<file path="src/design/ped_pkg.sv">
// Shared types, character codes and helper functions for the percent escape decoder.
package ped_pkg;

  typedef enum logic [1:0] {
    PH_IDLE = 2'd0,
    PH_HIGH = 2'd1,
    PH_LOW  = 2'd2,
    PH_SKIP = 2'd3
  } phase_t;

  typedef enum logic [2:0] {
    ST_OK        = 3'd0,
    ST_BAD_CHAR  = 3'd1,
    ST_BAD_HEX   = 3'd2,
    ST_CUT_SHORT = 3'd3,
    ST_EMPTY     = 3'd4
  } status_t;

  typedef struct packed {
    logic       ok;
    logic [3:0] value;
  } hex_t;

  localparam logic [7:0] CH_PERCENT = 8'h25;
  localparam logic [7:0] CH_PLUS    = 8'h2B;
  localparam logic [7:0] CH_SPACE   = 8'h20;
  localparam logic [7:0] CH_0       = 8'h30;
  localparam logic [7:0] CH_9       = 8'h39;
  localparam logic [7:0] CH_UA      = 8'h41;
  localparam logic [7:0] CH_UF      = 8'h46;
  localparam logic [7:0] CH_UZ      = 8'h5A;
  localparam logic [7:0] CH_LA      = 8'h61;
  localparam logic [7:0] CH_LF      = 8'h66;
  localparam logic [7:0] CH_LZ      = 8'h7A;
  localparam logic [3:0] NIB_TEN    = 4'd10;

  localparam int TDATA_W = 24;
  localparam int TUSER_W = 3;

  function automatic hex_t hex_decode(input logic [7:0] c);
    hex_t h;
    logic [7:0] d;
    h = '0;
    d = '0;
    if (c >= CH_0 && c <= CH_9) begin
      d = c - CH_0;
      h.ok = 1'b1;
      h.value = d[3:0];
    end else if (c >= CH_UA && c <= CH_UF) begin
      d = c - CH_UA;
      h.ok = 1'b1;
      h.value = d[3:0] + NIB_TEN;
    end else if (c >= CH_LA && c <= CH_LF) begin
      d = c - CH_LA;
      h.ok = 1'b1;
      h.value = d[3:0] + NIB_TEN;
    end
    return h;
  endfunction

  function automatic logic is_alnum(input logic [7:0] c);
    return (c >= CH_0 && c <= CH_9) || (c >= CH_UA && c <= CH_UZ) ||
           (c >= CH_LA && c <= CH_LZ);
  endfunction

endpackage

</file>
<file path="src/design/percent_escape_decoder.sv">
// Top level of the percent escape decoder: byte stream in, decoded bytes and status out.
//
// Input stream: one encoded byte per beat on s_tdata, s_tlast marks the last
// byte of a stream. '+' becomes a space, letters and digits pass through,
// '%' plus two hex digits gives one byte. Any other byte ends the stream's
// output with an error beat; the rest of that stream is dropped.
// Output stream: m_tdata carries the decoded byte and the saturated count of
// bytes decoded so far in the stream, m_tuser the status code, m_tlast marks
// the final beat of a stream (end mark or first error).
// '%' and the high digit produce no output beat unless the stream ends on them.
// Each result is registered in the output stage before m_tvalid shows it.
// Throughput: one input beat per cycle while s_tready is high; decode is a single
// pass through the phase logic between the stream state and the output register.
// A two-entry output stage (output register plus skid register) lets the
// input keep flowing for one beat while the receiver stalls; s_tready drops
// only when both entries are full.
// Reset (rst, synchronous) clears the phase, held digit and counter and
// empties the output stage.
module percent_escape_decoder #(
  parameter int COUNT_BITS = 16
) (
  input  logic                            clk,
  input  logic                            rst,
  input  logic                            s_tvalid,
  output logic                            s_tready,
  input  logic [7:0]                      s_tdata,  // [7:0] in_byte
  input  logic                            s_tlast,  // end_of_stream
  output logic                            m_tvalid,
  input  logic                            m_tready,
  output logic [ped_pkg::TDATA_W-1:0]     m_tdata,  // [7:0] out_byte, [23:8] decoded_count
  output logic [ped_pkg::TUSER_W-1:0]     m_tuser,  // [2:0] status
  output logic                            m_tlast   // stream_done
);
  import ped_pkg::*;

  localparam logic [COUNT_BITS-1:0] CNT_MAX = {COUNT_BITS{1'b1}};

  phase_t                phase, phase_next;
  logic [3:0]            nibble, nibble_next;
  logic                  nibble_bad, nibble_bad_next;
  logic [COUNT_BITS-1:0] byte_counter, byte_counter_next;

  logic                  s_fire;
  hex_t                  hx;
  logic [COUNT_BITS-1:0] cnt_inc;

  logic                  res_valid;
  logic [7:0]            res_byte;
  status_t               res_status;
  logic                  res_done;
  logic                  res_ok;
  logic [COUNT_BITS-1:0] res_cnt;
  logic [15:0]           res_shown;

  logic                  out_valid, skid_valid;
  logic [TDATA_W-1:0]    out_data, skid_data;
  logic [TUSER_W-1:0]    out_user, skid_user;
  logic                  out_last, skid_last;
  logic                  m_fire, load_out, load_skid, pop_skid;

  assign s_tready = !skid_valid;
  assign s_fire   = s_tvalid && s_tready;
  assign hx       = hex_decode(s_tdata);
  assign cnt_inc  = (byte_counter == CNT_MAX) ? byte_counter : byte_counter + 1'b1;

  // result of the current beat
  always_comb begin
    res_valid  = 1'b0;
    res_ok     = 1'b0;
    res_byte   = '0;
    res_status = ST_OK;
    res_done   = s_tlast;
    case (phase)
      PH_IDLE: begin
        res_valid = 1'b1;
        if (s_tdata == CH_PERCENT) begin
          res_valid  = s_tlast;
          res_status = ST_CUT_SHORT;
        end else if (s_tdata == CH_PLUS) begin
          res_ok   = 1'b1;
          res_byte = CH_SPACE;
        end else if (is_alnum(s_tdata)) begin
          res_ok   = 1'b1;
          res_byte = s_tdata;
        end else begin
          res_status = ST_BAD_CHAR;
        end
      end
      PH_HIGH: begin
        res_valid  = s_tlast;
        res_status = ST_CUT_SHORT;
      end
      PH_LOW: begin
        res_valid = 1'b1;
        if (nibble_bad || !hx.ok) begin
          res_status = ST_BAD_HEX;
        end else begin
          res_ok   = 1'b1;
          res_byte = {nibble, hx.value};
        end
      end
      default: begin
        res_valid = 1'b0;
      end
    endcase
    if (!res_ok) begin
      res_done = 1'b1;
    end
  end

  assign res_cnt = res_ok ? cnt_inc : byte_counter;

  generate
    if (COUNT_BITS > 16) begin : g_sat
      assign res_shown = (|res_cnt[COUNT_BITS-1:16]) ? 16'hFFFF : res_cnt[15:0];
    end else begin : g_ext
      assign res_shown = 16'(res_cnt);
    end
  endgenerate

  // stream state update
  always_comb begin
    phase_next        = phase;
    nibble_next       = nibble;
    nibble_bad_next   = nibble_bad;
    byte_counter_next = byte_counter;
    case (phase)
      PH_IDLE: begin
        if (s_tdata == CH_PERCENT) begin
          phase_next = PH_HIGH;
        end else if (res_ok) begin
          byte_counter_next = cnt_inc;
        end else begin
          phase_next = PH_SKIP;
        end
      end
      PH_HIGH: begin
        nibble_next     = hx.ok ? hx.value : 4'd0;
        nibble_bad_next = !hx.ok;
        phase_next      = PH_LOW;
      end
      PH_LOW: begin
        if (res_ok) begin
          byte_counter_next = cnt_inc;
          phase_next        = PH_IDLE;
        end else begin
          phase_next = PH_SKIP;
        end
      end
      default: begin
        phase_next = PH_SKIP;
      end
    endcase
    if (s_tlast) begin
      phase_next        = PH_IDLE;
      nibble_next       = '0;
      nibble_bad_next   = 1'b0;
      byte_counter_next = '0;
    end
  end

  always_ff @(posedge clk) begin
    if (rst) begin
      phase        <= PH_IDLE;
      nibble       <= '0;
      nibble_bad   <= 1'b0;
      byte_counter <= '0;
    end else if (s_fire) begin
      phase        <= phase_next;
      nibble       <= nibble_next;
      nibble_bad   <= nibble_bad_next;
      byte_counter <= byte_counter_next;
    end
  end

  // output register with skid entry
  assign m_fire    = out_valid && m_tready;
  assign pop_skid  = m_fire && skid_valid;
  assign load_out  = s_fire && res_valid && (!out_valid || (m_fire && !skid_valid));
  assign load_skid = s_fire && res_valid && out_valid && !m_fire;

  always_ff @(posedge clk) begin
    if (rst) begin
      out_valid  <= 1'b0;
      skid_valid <= 1'b0;
    end else begin
      if (load_out || pop_skid) begin
        out_valid <= 1'b1;
      end else if (m_fire) begin
        out_valid <= 1'b0;
      end
      if (load_skid) begin
        skid_valid <= 1'b1;
      end else if (pop_skid) begin
        skid_valid <= 1'b0;
      end
    end
  end

  always_ff @(posedge clk) begin
    if (pop_skid) begin
      out_data <= skid_data;
      out_user <= skid_user;
      out_last <= skid_last;
    end else if (load_out) begin
      out_data <= {res_shown, res_byte};
      out_user <= res_status;
      out_last <= res_done;
    end
    if (load_skid) begin
      skid_data <= {res_shown, res_byte};
      skid_user <= res_status;
      skid_last <= res_done;
    end
  end

  assign m_tvalid = out_valid;
  assign m_tdata  = out_data;
  assign m_tuser  = out_user;
  assign m_tlast  = out_last;

  a_skid_needs_out: assert property (@(posedge clk) disable iff (rst)
    skid_valid |-> out_valid)
    else $error("skid entry holds a beat while output register is empty");

  a_eos_clears: assert property (@(posedge clk) disable iff (rst)
    s_fire && s_tlast |=> phase == PH_IDLE && byte_counter == '0)
    else $error("stream state not cleared after end mark");

  a_error_ends_stream: assert property (@(posedge clk) disable iff (rst)
    m_tvalid && m_tuser != ST_OK |-> m_tlast && m_tdata[7:0] == 8'd0)
    else $error("error beat without stream end or with nonzero byte");

  a_skip_silent: assert property (@(posedge clk) disable iff (rst)
    phase == PH_SKIP |-> !res_valid)
    else $error("skipped byte produced a result");

endmodule
</file>
<file path="config.mk">
export PLATFORM = sky130hd
export DESIGN_NAME = percent_escape_decoder
export DESIGN_NICKNAME = d
export VERILOG_FILES = /design/src/design/ped_pkg.sv /design/src/design/percent_escape_decoder.sv
export SDC_FILE = /design/constraint.sdc
export NUM_CORES = 1
export LEC_CHECK = 0
export ABC_AREA = 1
export BUFFER_PORTS_ARGS = -buffer_cell sky130_fd_sc_hd__buf_4
export CORE_ASPECT_RATIO = 1.2
export CORE_MARGIN = 1.5
export CORE_UTILIZATION = 40
export DETAILED_ROUTE_END_ITERATION = 8
export HOLD_SLACK_MARGIN = 0.15
export REMOVE_ABC_BUFFERS = 1
export SLEW_MARGIN = 25
export SYNTH_ARGS = -nofsm -noshare
export SYNTH_HDL_FRONTEND = slang
export SYNTH_SLANG_ARGS = --single-unit
</file>
<file path="constraint.sdc">
create_clock -name clk -period 4.8 [get_ports clk]
set_input_delay 1.2 -clock clk [delete_from_list [all_inputs] [get_ports clk]]
set_output_delay 1.2 -clock clk [all_outputs]
set_load 0.02 [all_outputs]
</file>
After elaboration in Yosys (flattened, before gate mapping)
Index checks and enable logic that the tools add are counted.
{"block": "word_totals", "regBits": 81, "input_bits": 13, "out_inout_bits": 30, "wordCells": 110}
{"block": "classes", "n_addsub": 6, "magnitude_cmp": 8, "eq_ne": 7, "muxes": 46, "n_reduce_logical": 31}
{"op": "16-bit 2-to-1 mux", "n": 4}
{"op": "24-bit 2-to-1 mux", "n": 2}
{"op": "8-bit by 7-bit <= comparator with 1-bit output (second input constant)", "n": 4}
{"op": "8-bit 2-to-1 mux", "n": 4}
{"op": "16-bit one-hot mux with 2 select lines", "n": 1}
{"op": "16-bit by 1-bit adder with 16-bit output (second input constant)", "n": 1}
{"op": "16-bit equality test (second input constant)", "n": 1}
{"op": "8-bit by 6-bit equality test with 1-bit output (second input constant)", "n": 2}
{"op": "8-bit by 7-bit greater-or-equal comparator with 1-bit output (second input constant)", "n": 2}
{"op": "1-bit 2-to-1 mux", "n": 16}
{"op": "8-bit one-hot mux with 2 select lines", "n": 1}
{"op": "5-bit 2-to-1 mux", "n": 3}
{"op": "1-bit logical AND", "n": 13}
{"op": "2-bit 2-to-1 mux", "n": 6}
{"op": "4-bit 2-to-1 mux", "n": 3}
{"op": "2-bit one-hot mux with 3 select lines", "n": 2}
{"op": "4-bit by 1-bit subtractor with 4-bit output (second input constant)", "n": 3}
{"op": "4-bit adder (second input constant)", "n": 2}
{"op": "8-bit by 6-bit greater-or-equal comparator with 1-bit output (second input constant)", "n": 1}
{"op": "8-bit by 6-bit <= comparator with 1-bit output (second input constant)", "n": 1}
{"op": "2-bit nonzero test", "n": 4}
{"op": "3-bit 2-to-1 mux", "n": 2}
{"op": "1-bit logical OR", "n": 5}
{"op": "1-bit zero test", "n": 4}
{"op": "10 further kinds", "n": 11}

Logic depth before layout (Yosys ltp)
Gate-level depths: netlist of the first run.
{"block": "depth", "ltp_word": 13, "depth_mapped": 15, "mapped_depth_nobuf": 14}

Worst setup path before layout of the first run
OpenSTA, ideal clock, no wires.
{"block": "synth_path", "path_kind": "input to register", "startpoint": "in s_tdata[1]", "endpoint": "reg skid_data[0] (enable)", "setup_time_ps": 445, "arrival_ps": 3863, "required_time_ps": 4355, "slack_ps": 492, "cell_stages": 9, "n_path_buf": 0, "path_cell_list": "inv_1 ha_1 nand3_1 nor2_1 nand2_1 nand2_1 a21oi_2 nand2_1 nor3_1"}
{"block": "synth_via", "elab_chain_cells": 6}
{"element": "from (decl)", "line": "percent_escape_decoder.sv:26", "text": "input logic [7:0] s_tdata,"}
{"element": "8-bit by 6-bit equality test with 1-bit output", "line": "percent_escape_decoder.sv:76", "text": "if (s_tdata == CH_PERCENT) begin"}
{"element": "1-bit 2-to-1 mux", "line": "percent_escape_decoder.sv:76"}
{"element": "1-bit one-hot mux with 3 select lines", "line": "percent_escape_decoder.sv:73", "text": "case (phase)"}
{"element": "1-bit logical AND (3 in series)", "line": "percent_escape_decoder.sv:180", "text": "assign load_skid = s_fire && res_valid && out_valid && !m_fire;"}
{"element": "via load_skid", "line": "percent_escape_decoder.sv:59", "text": "logic m_fire, load_out, load_skid, pop_skid;"}
{"element": "to (signal assigned)", "line": "percent_escape_decoder.sv:211", "text": "skid_data <= {res_shown, res_byte};"}
{"element": "to (decl)", "line": "percent_escape_decoder.sv:56", "text": "logic [TDATA_W-1:0] out_data, skid_data;"}
The timed path passes the listed nets, and every way through them passes these cells.
A chain may end at the register's enable or synchronous reset.

Final worst setup path of the first run
{"block": "layout_path", "startpoint": "in m_tready", "endpoint": "reg out_data[12] (netlist: m_tdata[12]) (enable)"}
{"block": "layout_via", "elab_chain_cells": 5, "elab_cells_between_ends": 6, "cone_classes": "reduce/logical: 6"}
{"element": "from (decl)", "line": "percent_escape_decoder.sv:29", "text": "input logic m_tready,"}
{"element": "1-bit logical AND (*)", "line": "percent_escape_decoder.sv:177", "text": "assign m_fire = out_valid && m_tready;"}
{"element": "1-bit logical AND", "line": "percent_escape_decoder.sv:179", "text": "assign load_out = s_fire && res_valid && (!out_valid || (m_fire && !skid_valid));"}
{"element": "1-bit logical OR", "line": "percent_escape_decoder.sv:179"}
{"element": "1-bit logical AND", "line": "percent_escape_decoder.sv:179"}
{"element": "2-bit nonzero test (no source line) (*)"}
{"element": "to (signal assigned)", "line": "percent_escape_decoder.sv:202", "text": "out_data <= skid_data;"}
{"element": "to (signal assigned)", "line": "percent_escape_decoder.sv:206", "text": "out_data <= {res_shown, res_byte};"}
{"element": "to (decl)", "line": "percent_escape_decoder.sv:56"}
Mark *: on every way between the ends. The rest lies on a longest branch, timed or not.

==> impl_metrics.toml, run 1 <==
[synth]
synth.most_common_cell = "nand2_1"
netlist.area_leader.share_pct = 37.8
postSynthCellCount = 505
synthTopCellsByCount = "nand2_1, edfxtp_1, nor2_1"
avgSynthCellArea_um2 = 8.50
ys_warn_count = 0
seq_area_frac_synth_pct = 49.4
synth_edf_count = 54
synth_top_cell_by_area = "edfxtp_1"
synth-async-reset-ratio_pct = 0
syn-cell-area_um2 = 4290
synth_flop_cell = "edfxtp_1"
yosys.cell_types.count = 38
synth_seq_cells = 79
synth.area.top_cells = "edfxtp_1, nand2_1, dfxtp_1, nand3_1, nor2_1"

[clock_network]
clk_pin_slew_ns = 0.06
clk_latency_ns = 0.34
max-clock-path-buffers = 2
post_cts_resized = 0
cts_sinks = 79
cts_max_level = 3
cts_buffers = 9
post_cts_buffers = 0
ctsHoldBuffers = 0
cts_root_buffer = "clkbuf_16"
cts_tree = "built"

[drt]
vias = 3503
drt_wl_total_mm = 9.64
avgViaCountPerCell = 5.16
drtPass1Iterations = 4
drt_iter0_drc = 147
postRouteAntennaNets = 0
drc = 0
avgRoutedWirePerCell_um = 14.2

[critical_path]
critPathMaxFanout = 45
slowest_stage = "nor2_1"
cp_data_required_time_ns = 4.82
slowest_delay_ns = 0.67
start_kind = "primary input"
worstSetupPathType = "primary input to flop"
path_delay_family = "buffers and inverters"
crit_chain = "buf_4 -> nand2_1 -> nor2_1 -> inv_2 -> a21oi_2 -> buf_4"
path_common_cell = "buf_4"
critPathCaptureType = "flop"
critPathArrivalTime_ns = 3.16
r2r_start = "m_tvalid"
cp_num_buf_inv = 3
regToRegSetupSlack_ns = 2.25
startpoint = "m_tready"

[timing]
fin_worst_skew_ns = 0.00536
grt_setup_unrepaired = "no"
hold_violations = 0
fin_ws_ns = 1.67
period_share_pct = 65.3
drv_slew = 0
setup_violations = 0
final.min_clock_period_ns = 3.13
tightestPinTransition_ns = 0.879
tns_ns = 0
fmax_mhz = 319
slew_headroom_pct = 41.2

[floorplan]
fp.dieW_um = 97.6
ios = 43
rows = 41
start_util_pct = 41.0
die_area_um2 = 11400
core_area_um2 = 10500
die_y_um = 116

[grt]
grt_max_degree = 46
overflow = 0
antenna_found_initial = 0
grt_pass1_wl_mm = 16.1
grt_pass1_vias = 3512
gr-usage-all-layers_pct = 18.0

[placed_design]
dp_hpwl_mm = 6.70
place.gp.congestion = 0.822
portBuffers = 41
place_ws_ns = 1.26

[cells_and_area]
area_growth_pct = 16.6
drive_gt1_share_pct = 21.3
fillers = 1040
antennaDiodeCount = 0
multiInputGateArea_um2 = 1920
nNetsFinal = 563
ff_latch_area_um2 = 2120

[power_and_ir_drop]
p_per_area_nw_per_um2 = 345
total_leakage_power_uw = 0.00213
vdd_drop_max_v = 0.000148

[worst_hold_path]
hold_path.class = "flop to flop"
min_from = "nibble[3]"

[status]
status = "finished clean"

[run]
max_cap_violations = 0
[routing by layer]
metal,wire (um),GRT usage (%)
met1,3940,19.6
met2,5270,34.1
met3,256,2.45
met4,177,9.33
met5,0,0
[cell type report]
class	count	area share (%)
Sequential cell	79	42.4
Timing Repair Buffer	44	6.60
Multi-Input combinational cell	371	38.4
Clock inverter	7	1.92
Clock buffer	9	4.50
Tap cell	129	3.22
Inverter	40	3.00
[cell families after synthesis]
logic type	count (synthesis)	synth area share, %
adders and majority gates	5	1.46
DFF	79	49.4
and+or+nand+nor	297	33.1
AOI/OAI and AO/OA	61	8.48
other	1	0.0874
xor gates and xnor gates	7	1.43
buffers and inverters	55	6.03
[power breakdown]
group	switching [uW]	internal (uW)
sequential	12.6	767
combinational	150	66.9
clock	274	457
total	437	1290
[placed cells by master, fill, tap and decap left out, drive strengths merged, types with 14 or more instances in the layout]
cell type and count:
nand2 174, edfxtp 54, nand3 52, nor2 48, buf 44, inv 40
a21oi 26, dfxtp 25, a31oi 18, o21ai 14
[worst min-delay path, cell delays in order (launching register included)]
cell	delay, ns
dfxtp_1	0.31
nand2_1	0.06
a21oi_1	0.06
[flip-flops by register name (all words and copies together), names as in the netlist]
name,count
skid_valid,1
m_tvalid,1
skid_last,1
m_tdata,24
skid_data,24
skid_user,2
m_tlast,1
nibble,4
byte_counter,16
m_tuser,2
phase,2
nibble_bad,1
[worst paths after layout]
| kind | end | depth (start not counted) |
|---|---|---|
| max reg2reg | m_tdata[12] | 5 |
| max | m_tdata[12] | 6 |
| min reg2reg | nibble[3] | 2 |
| min | nibble[3] | 2 |
[stage by stage]
| step | utilization (%) | instances | hold slack (ns) | power, uW | cell area, um^2 |
|---|---|---|---|---|---|
| after floorplan | - | 490 | 0.439 | 924 | 4180 |
| after global placement | 44.8 | 663 | 0.456 | 1010 | 4680 |
| after detailed placement | 44.8 | 663 | 0.458 | 1010 | 4680 |
| after CTS | 47.8 | 679 | 0.468 | 1750 | 5010 |
| after global routing | 47.8 | 679 | 0.500 | 1790 | 5010 |
| final | 47.8 | 679 | 0.472 | 1730 | 5010 |
No activity file was read; power rests on OpenSTA's default activity.
==> run 2, diff against run 1 <==
--- a/config.mk
+++ b/config.mk
@@ -5,7 +5,7 @@
 export SDC_FILE = /design/constraint.sdc
 export NUM_CORES = 1
 export LEC_CHECK = 0
-export ABC_AREA = 1
+export ABC_AREA = 0
 export BUFFER_PORTS_ARGS = -buffer_cell sky130_fd_sc_hd__buf_4
 export CORE_ASPECT_RATIO = 1.2
 export CORE_MARGIN = 1.5
==> constraint.sdc (replaced) <==
create_clock -name clk -period 3.23 [get_ports clk]
set_input_delay 0.8075 -clock clk [delete_from_list [all_inputs] [get_ports clk]]
set_output_delay 0.8075 -clock clk [all_outputs]
set_load 0.02 [all_outputs]
==> impl_metrics.toml, run 2 <==
[status]
status = "finished clean"

[grt]
antenna_found_initial = 0
grt_pass1_vias = 3352
overflow = 0
gr-usage-all-layers_pct = 17.9
grt_pass1_wl_mm = 16.1
grt_max_degree = 36

[critical_path]
slowest_delay_ns = 0.48
cp_data_required_time_ns = 3.30
regToRegSetupSlack_ns = 0.69
slowest_stage = "or4b_4"
crit_chain = "buf_4 -> inv_1 -> ha_1 -> or4b_4 -> a311oi_2 -> o211a_4 -> a2bb2oi_4 -> buf_12 -> or4_1 -> a31oi_1"
critPathArrivalTime_ns = 2.90
critPathMaxFanout = 35
critPathCaptureType = "flop"
start_kind = "primary input"
path_delay_family = "compound AO/OA/AOI/OAI gates"
worstSetupPathType = "primary input to flop"
cp_num_buf_inv = 3

[drt]
drt_iter0_drc = 205
top_layer = "met4"
vias = 3455
wl_met1_mm = 4.45
met3_length_um = 349
dr_wl_met2_mm = 4.75
avgViaCountPerCell = 5.75
drt_wl_total_mm = 9.78
postRouteAntennaNets = 0
drc = 0
avgRoutedWirePerCell_um = 16.3
drtPass1Iterations = 5

[clock_network]
max-clock-path-buffers = 2
cts_sinks = 79
clk_pin_slew_ns = 0.06
cts_tree = "built"
post_cts_buffers = 0
ctsHoldBuffers = 0
post_cts_resized = 0
cts_max_level = 3
cts_buffers = 9
clk_latency_ns = 0.34
cts_root_buffer = "clkbuf_16"

[timing]
grt_setup_unrepaired = "no"
whs_ns = 0.487
drv_slew = 0
setup_violations = 0
slew_headroom_pct = 57.0
fin_worst_skew_ns = 0.00369
final.min_clock_period_ns = 2.84
hold_violations = 0
fmax_mhz = 352
tightestPinTransition_ns = 0.646
period_share_pct = 87.9

[floorplan]
die_y_um = 116
start_util_pct = 41.6
rows = 40
core_area_um2 = 10200
ios = 43
die_area_um2 = 11200
fp.dieW_um = 96.8

[synth]
synth.most_common_cell = "edfxtp_1"
ys_warn_count = 0
syn-cell-area_um2 = 4220
synth_top_cell_by_area = "edfxtp_1"
synth.area.top_cells = "edfxtp_1, dfxtp_1, nand2_1, a31oi_1, nor2_1"
netlist.area_leader.share_pct = 38.4
synth_edf_count = 54
synth_top_family_by_area = "simple AND/OR/NAND/NOR gates"
synth-async-reset-ratio_pct = 0
synth_compound_area_share_pct = 19.4
synthTopCellsByCount = "edfxtp_1, nand2_1, nor2_1"
synthXorXnorAreaFrac_pct = 0.829
synth_flop_cell = "edfxtp_1"
seq_area_frac_synth_pct = 50.2
synth_seq_cells = 79
synthMuxAreaShare_pct = 1.87
yosys.cell_types.count = 59
postSynthCellCount = 428
synth-simple-area-share_pct = 21.4
synthAdderAreaFrac_pct = 1.48
avgSynthCellArea_um2 = 9.87

[power_and_ir_drop]
total_leakage_power_uw = 0.00190
vdd_drop_max_v = 0.000233
p_per_area_nw_per_um2 = 521

[placed_design]
place.gp.congestion = 0.853
dp_hpwl_mm = 6.58
place_area_um2 = 4740
portBuffers = 41

[worst_hold_path]
hold_path.class = "flop to flop"

[cells_and_area]
fin_area_um2 = 5060
nNetsFinal = 488
fillers = 936
drive_gt1_share_pct = 20.4
layout_common_cells = "buf_4, edfxtp_1, nand2_1"
layout_commonest_cell = "buf_4"
antennaDiodeCount = 0
area_growth_pct = 19.7

[run]
max_cap_violations = 0
-- run 2: cells by family (layout without fill, tap and decap cells) --
kind of cell / Yosys count / count (layout)
and+or+nand+nor: 174 / 174
xor gates and xnor gates: 4 / 4
muxes: 7 / 7
buffers and inverters: 44 / 91
AOI/OAI and AO/OA: 114 / 114
other: 1 / 1
adders and majority gates: 5 / 5
DFF: 79 / 79
-- run 2: final cells by class --
class	count	area [um^2]	area share, %
well taps	126	158	3.12
flip-flops and latches	79	2120	42.0
multi-input cells	305	1910	37.7
inverters	12	45.0	0.891
clock buffers	9	225	4.45
repair buffers	63	510	10.1
clock inverters	7	87.6	1.73
-- run 2: worst paths after layout --
path / endpoint / from / cells past startpoint
setup reg to reg: m_tdata[17] / byte_counter[0] / 7
hold reg to reg: nibble[3] / nibble[3] / 2
setup / recovery: m_tdata[12] / s_tdata[0] / 10
hold / removal: nibble[3] / nibble[3] / 2
-- run 2: where the power goes --
group          internal (uW)  leakage [uW]  switching, uW  total, uW
clock                    671      0.000157            398       1070
sequential              1150      0.000732           35.0       1190
combinational            158       0.00101            222        380
-- run 2: worst min-delay path, cell delays in order, from the launching register on --
cell       delay (ns)
dfxtp_1          0.32
a2bb2oi_1        0.06
nor2_1           0.07
-- run 2: per-layer routing --
| metal | track usage, % | up-vias |
|---|---|---|
| met5 | 0 | - |
| met4 | 7.34 | 0 |
| met3 | 3.38 | 15 |
| met2 | 30.6 | 72 |
| met1 | 22.4 | 1658 |
| li1 | - | 1710 |
-- run 2: metrics by stage --
stage / TNS (ns) / instances / setup WS (ns) / utilization (%) / power [uW]
global route: 0 / 601 / 0.245 / 49.8 / 2730
floorplan: -6.72 / 396 / -0.239 / - / 1410
CTS: 0 / 601 / 0.392 / 49.8 / 2650
finish: 0 / 601 / 0.390 / 49.8 / 2630
detailed placement: 0 / 585 / 0.0278 / 46.7 / 1590
global placement: 0 / 585 / 0.0885 / 46.7 / 1580
==> run 3, diff against run 2 <==
--- a/config.mk
+++ b/config.mk
@@ -11,7 +11,6 @@
 export CORE_MARGIN = 1.5
 export CORE_UTILIZATION = 40
 export DETAILED_ROUTE_END_ITERATION = 8
-export HOLD_SLACK_MARGIN = 0.15
 export REMOVE_ABC_BUFFERS = 1
 export SLEW_MARGIN = 25
 export SYNTH_ARGS = -nofsm -noshare
==> constraint.sdc (replaced) <==
create_clock -name clk -period 3.04 [get_ports clk]
set_input_delay 0.76 -clock clk [delete_from_list [all_inputs] [get_ports clk]]
set_output_delay 0.76 -clock clk [all_outputs]
set_load 0.02 [all_outputs]
==> impl_metrics.toml, run 3 (synthesis gave the netlist of run 2 again) <==
[timing]
setup_violations = 0
hold_violations = 0
tightestPinTransition_ns = 0.625
slew_headroom_pct = 58.2
grt_setup_unrepaired = "no"
drv_slew = 0
fin_ws_ns = 0.211
fmax_mhz = 354
period_share_pct = 93.0
fin_worst_skew_ns = 0.00506
final.min_clock_period_ns = 2.83

[run]
max_cap_violations = 0

[critical_path]
cp_data_required_time_ns = 3.26
slowest_delay_ns = 0.42
worstSetupPathType = "primary input to flop"
critPathArrivalTime_ns = 3.05
slowest_stage = "a32oi_1"
path_delay_family = "compound AO/OA/AOI/OAI gates"
start_kind = "primary input"
worstReg2RegEnd = "m_tdata[17]"
r2r_start = "byte_counter[0]"
critPathMaxFanout = 12
crit_chain = "buf_4 -> buf_4 -> nor3b_2 -> o21ai_0 -> a32oi_1 -> buf_4 -> o2bb2ai_2 -> buf_4 -> nand3_1 -> o311ai_0"
critPathCaptureType = "flop"
path_common_cell = "buf_4"
startpoint = "s_tdata[7]"
cp_num_buf_inv = 4
r2r_cells = 7
regToRegSetupSlack_ns = 0.45

[floorplan]
start_util_pct = 41.6
rows = 40
fp.dieW_um = 96.8
die_y_um = 116
ios = 43
die_area_um2 = 11200
core_area_um2 = 10200

[power_and_ir_drop]
vdd_drop_max_v = 0.000289
pwr-share-clk_pct = 36.8
p_per_area_nw_per_um2 = 520
power_frac_seq_pct = 47.6
swShare_pct = 26.5
total_leakage_power_uw = 0.00193
internal_power_uw = 1940
comb_power_share_pct = 15.5
net-switching-power_uw = 702

[cells_and_area]
ff_latch_area_um2 = 2120
layout_common_cells = "buf_4, edfxtp_1, nand2_1"
nNetsFinal = 499
stdcell_count = 612
fillers = 989
fin_area_um2 = 5090
antennaDiodeCount = 0
layout_commonest_cell = "buf_4"
drive_gt1_share_pct = 22.2
area_growth_pct = 20.5
utilization_pct = 50.1
multiInputGateArea_um2 = 1910

[placed_design]
dp_hpwl_mm = 6.80
dp_cells = 596
place_area_um2 = 4830
place.gp.congestion = 0.928
portBuffers = 41
place_ws_ns = -0.117

[clock_network]
cts_buffers = 9
cts_root_buffer = "clkbuf_16"
clk_pin_slew_ns = 0.06
post_cts_resized = 0
cts_tree = "built"
cts_max_level = 3
clk_latency_ns = 0.34
cts_sinks = 79
max-clock-path-buffers = 2
post_cts_buffers = 0
ctsHoldBuffers = 0

[worst_hold_path]
min_to = "nibble[3]"
min_path_cells = 2
hold_path.class = "flop to flop"
min_from = "nibble[3]"

[drt]
drt_iter0_drc = 156
drc = 0
vias = 3506
postRouteAntennaNets = 0
drtPass1Iterations = 4
drt_wl_total_mm = 9.78
avgRoutedWirePerCell_um = 16.0
avgViaCountPerCell = 5.73

[grt]
gr-usage-all-layers_pct = 18.3
overflow = 0
antenna_found_initial = 0
grt_pass1_wl_mm = 16.3
grt_pass1_vias = 3340
grt_max_degree = 36

[status]
status = "finished clean"
## run 3: cell count changes in the layout (fill, tap and decap cells not counted)
cell	change
buf_4	+11
clkinvlp_4	+1
bufinv_16	-2
clkinv_2	+1
## run 3: worst reg2reg max path: stages, from the launching register on
cell	delay [ns]
dfxtp_1	0.43
ha_1	0.25
and3_1	0.26
and3_1	0.23
nand4_1	0.52
nand4_1	0.41
or3_1	0.16
a31oi_1	0.07
## run 3: power by group through the flow
stage | registers [uW] | logic (uW) | clock network [uW]
after floorplan | 1330 | 174 | 0
after CTS | 1260 | 416 | 998
after global routing | 1270 | 447 | 1040
final | 1260 | 411 | 975
after global placement | 1280 | 409 | 0
after detailed placement | 1280 | 415 | 0
## run 3: stage by stage
stage	hold WS, ns	setup TNS [ns]	power (uW)
6_report	0.485	0	2650
5_1_grt	0.509	0	2760
4_1_cts	0.491	0	2680
3_5_place_dp	0.477	-1.21	1700
3_3_place_gp	0.465	-0.109	1690
2_1_floorplan	0.447	-12.54	1500
## run 3: worst max-delay path by stage
stage,end,slack (ns),cells after the start
after global placement,m_tdata[4],-0.03,9
after CTS,byte_counter[7],0.24,10
final,byte_counter[7],0.21,10
after detailed placement,byte_counter[7],-0.12,10
after floorplan,m_tdata[0],-0.38,6
after global routing,m_tdata[20],0.09,10
## run 3: layout make-up
| cell class | instances | share of cell area (%) |
|---|---|---|
| timing repair buffer | 74 | 11.6 |
| clock inverter | 7 | 0.786 |
| tap | 126 | 3.10 |
| sequential | 79 | 41.7 |
| clock buffer | 9 | 4.42 |
| multi-input combinational | 305 | 37.5 |
| inverter | 12 | 0.885 |
## run 3: routing by layer
metal / up-vias / global-route usage (%) / wire, um
met3: 15 / 2.90 / 408
li1: 1728 / - / -
met5: - / 0 / 0
met1: 1690 / 23.3 / 4380
met2: 73 / 30.4 / 4790
met4: 0 / 9.18 / 197
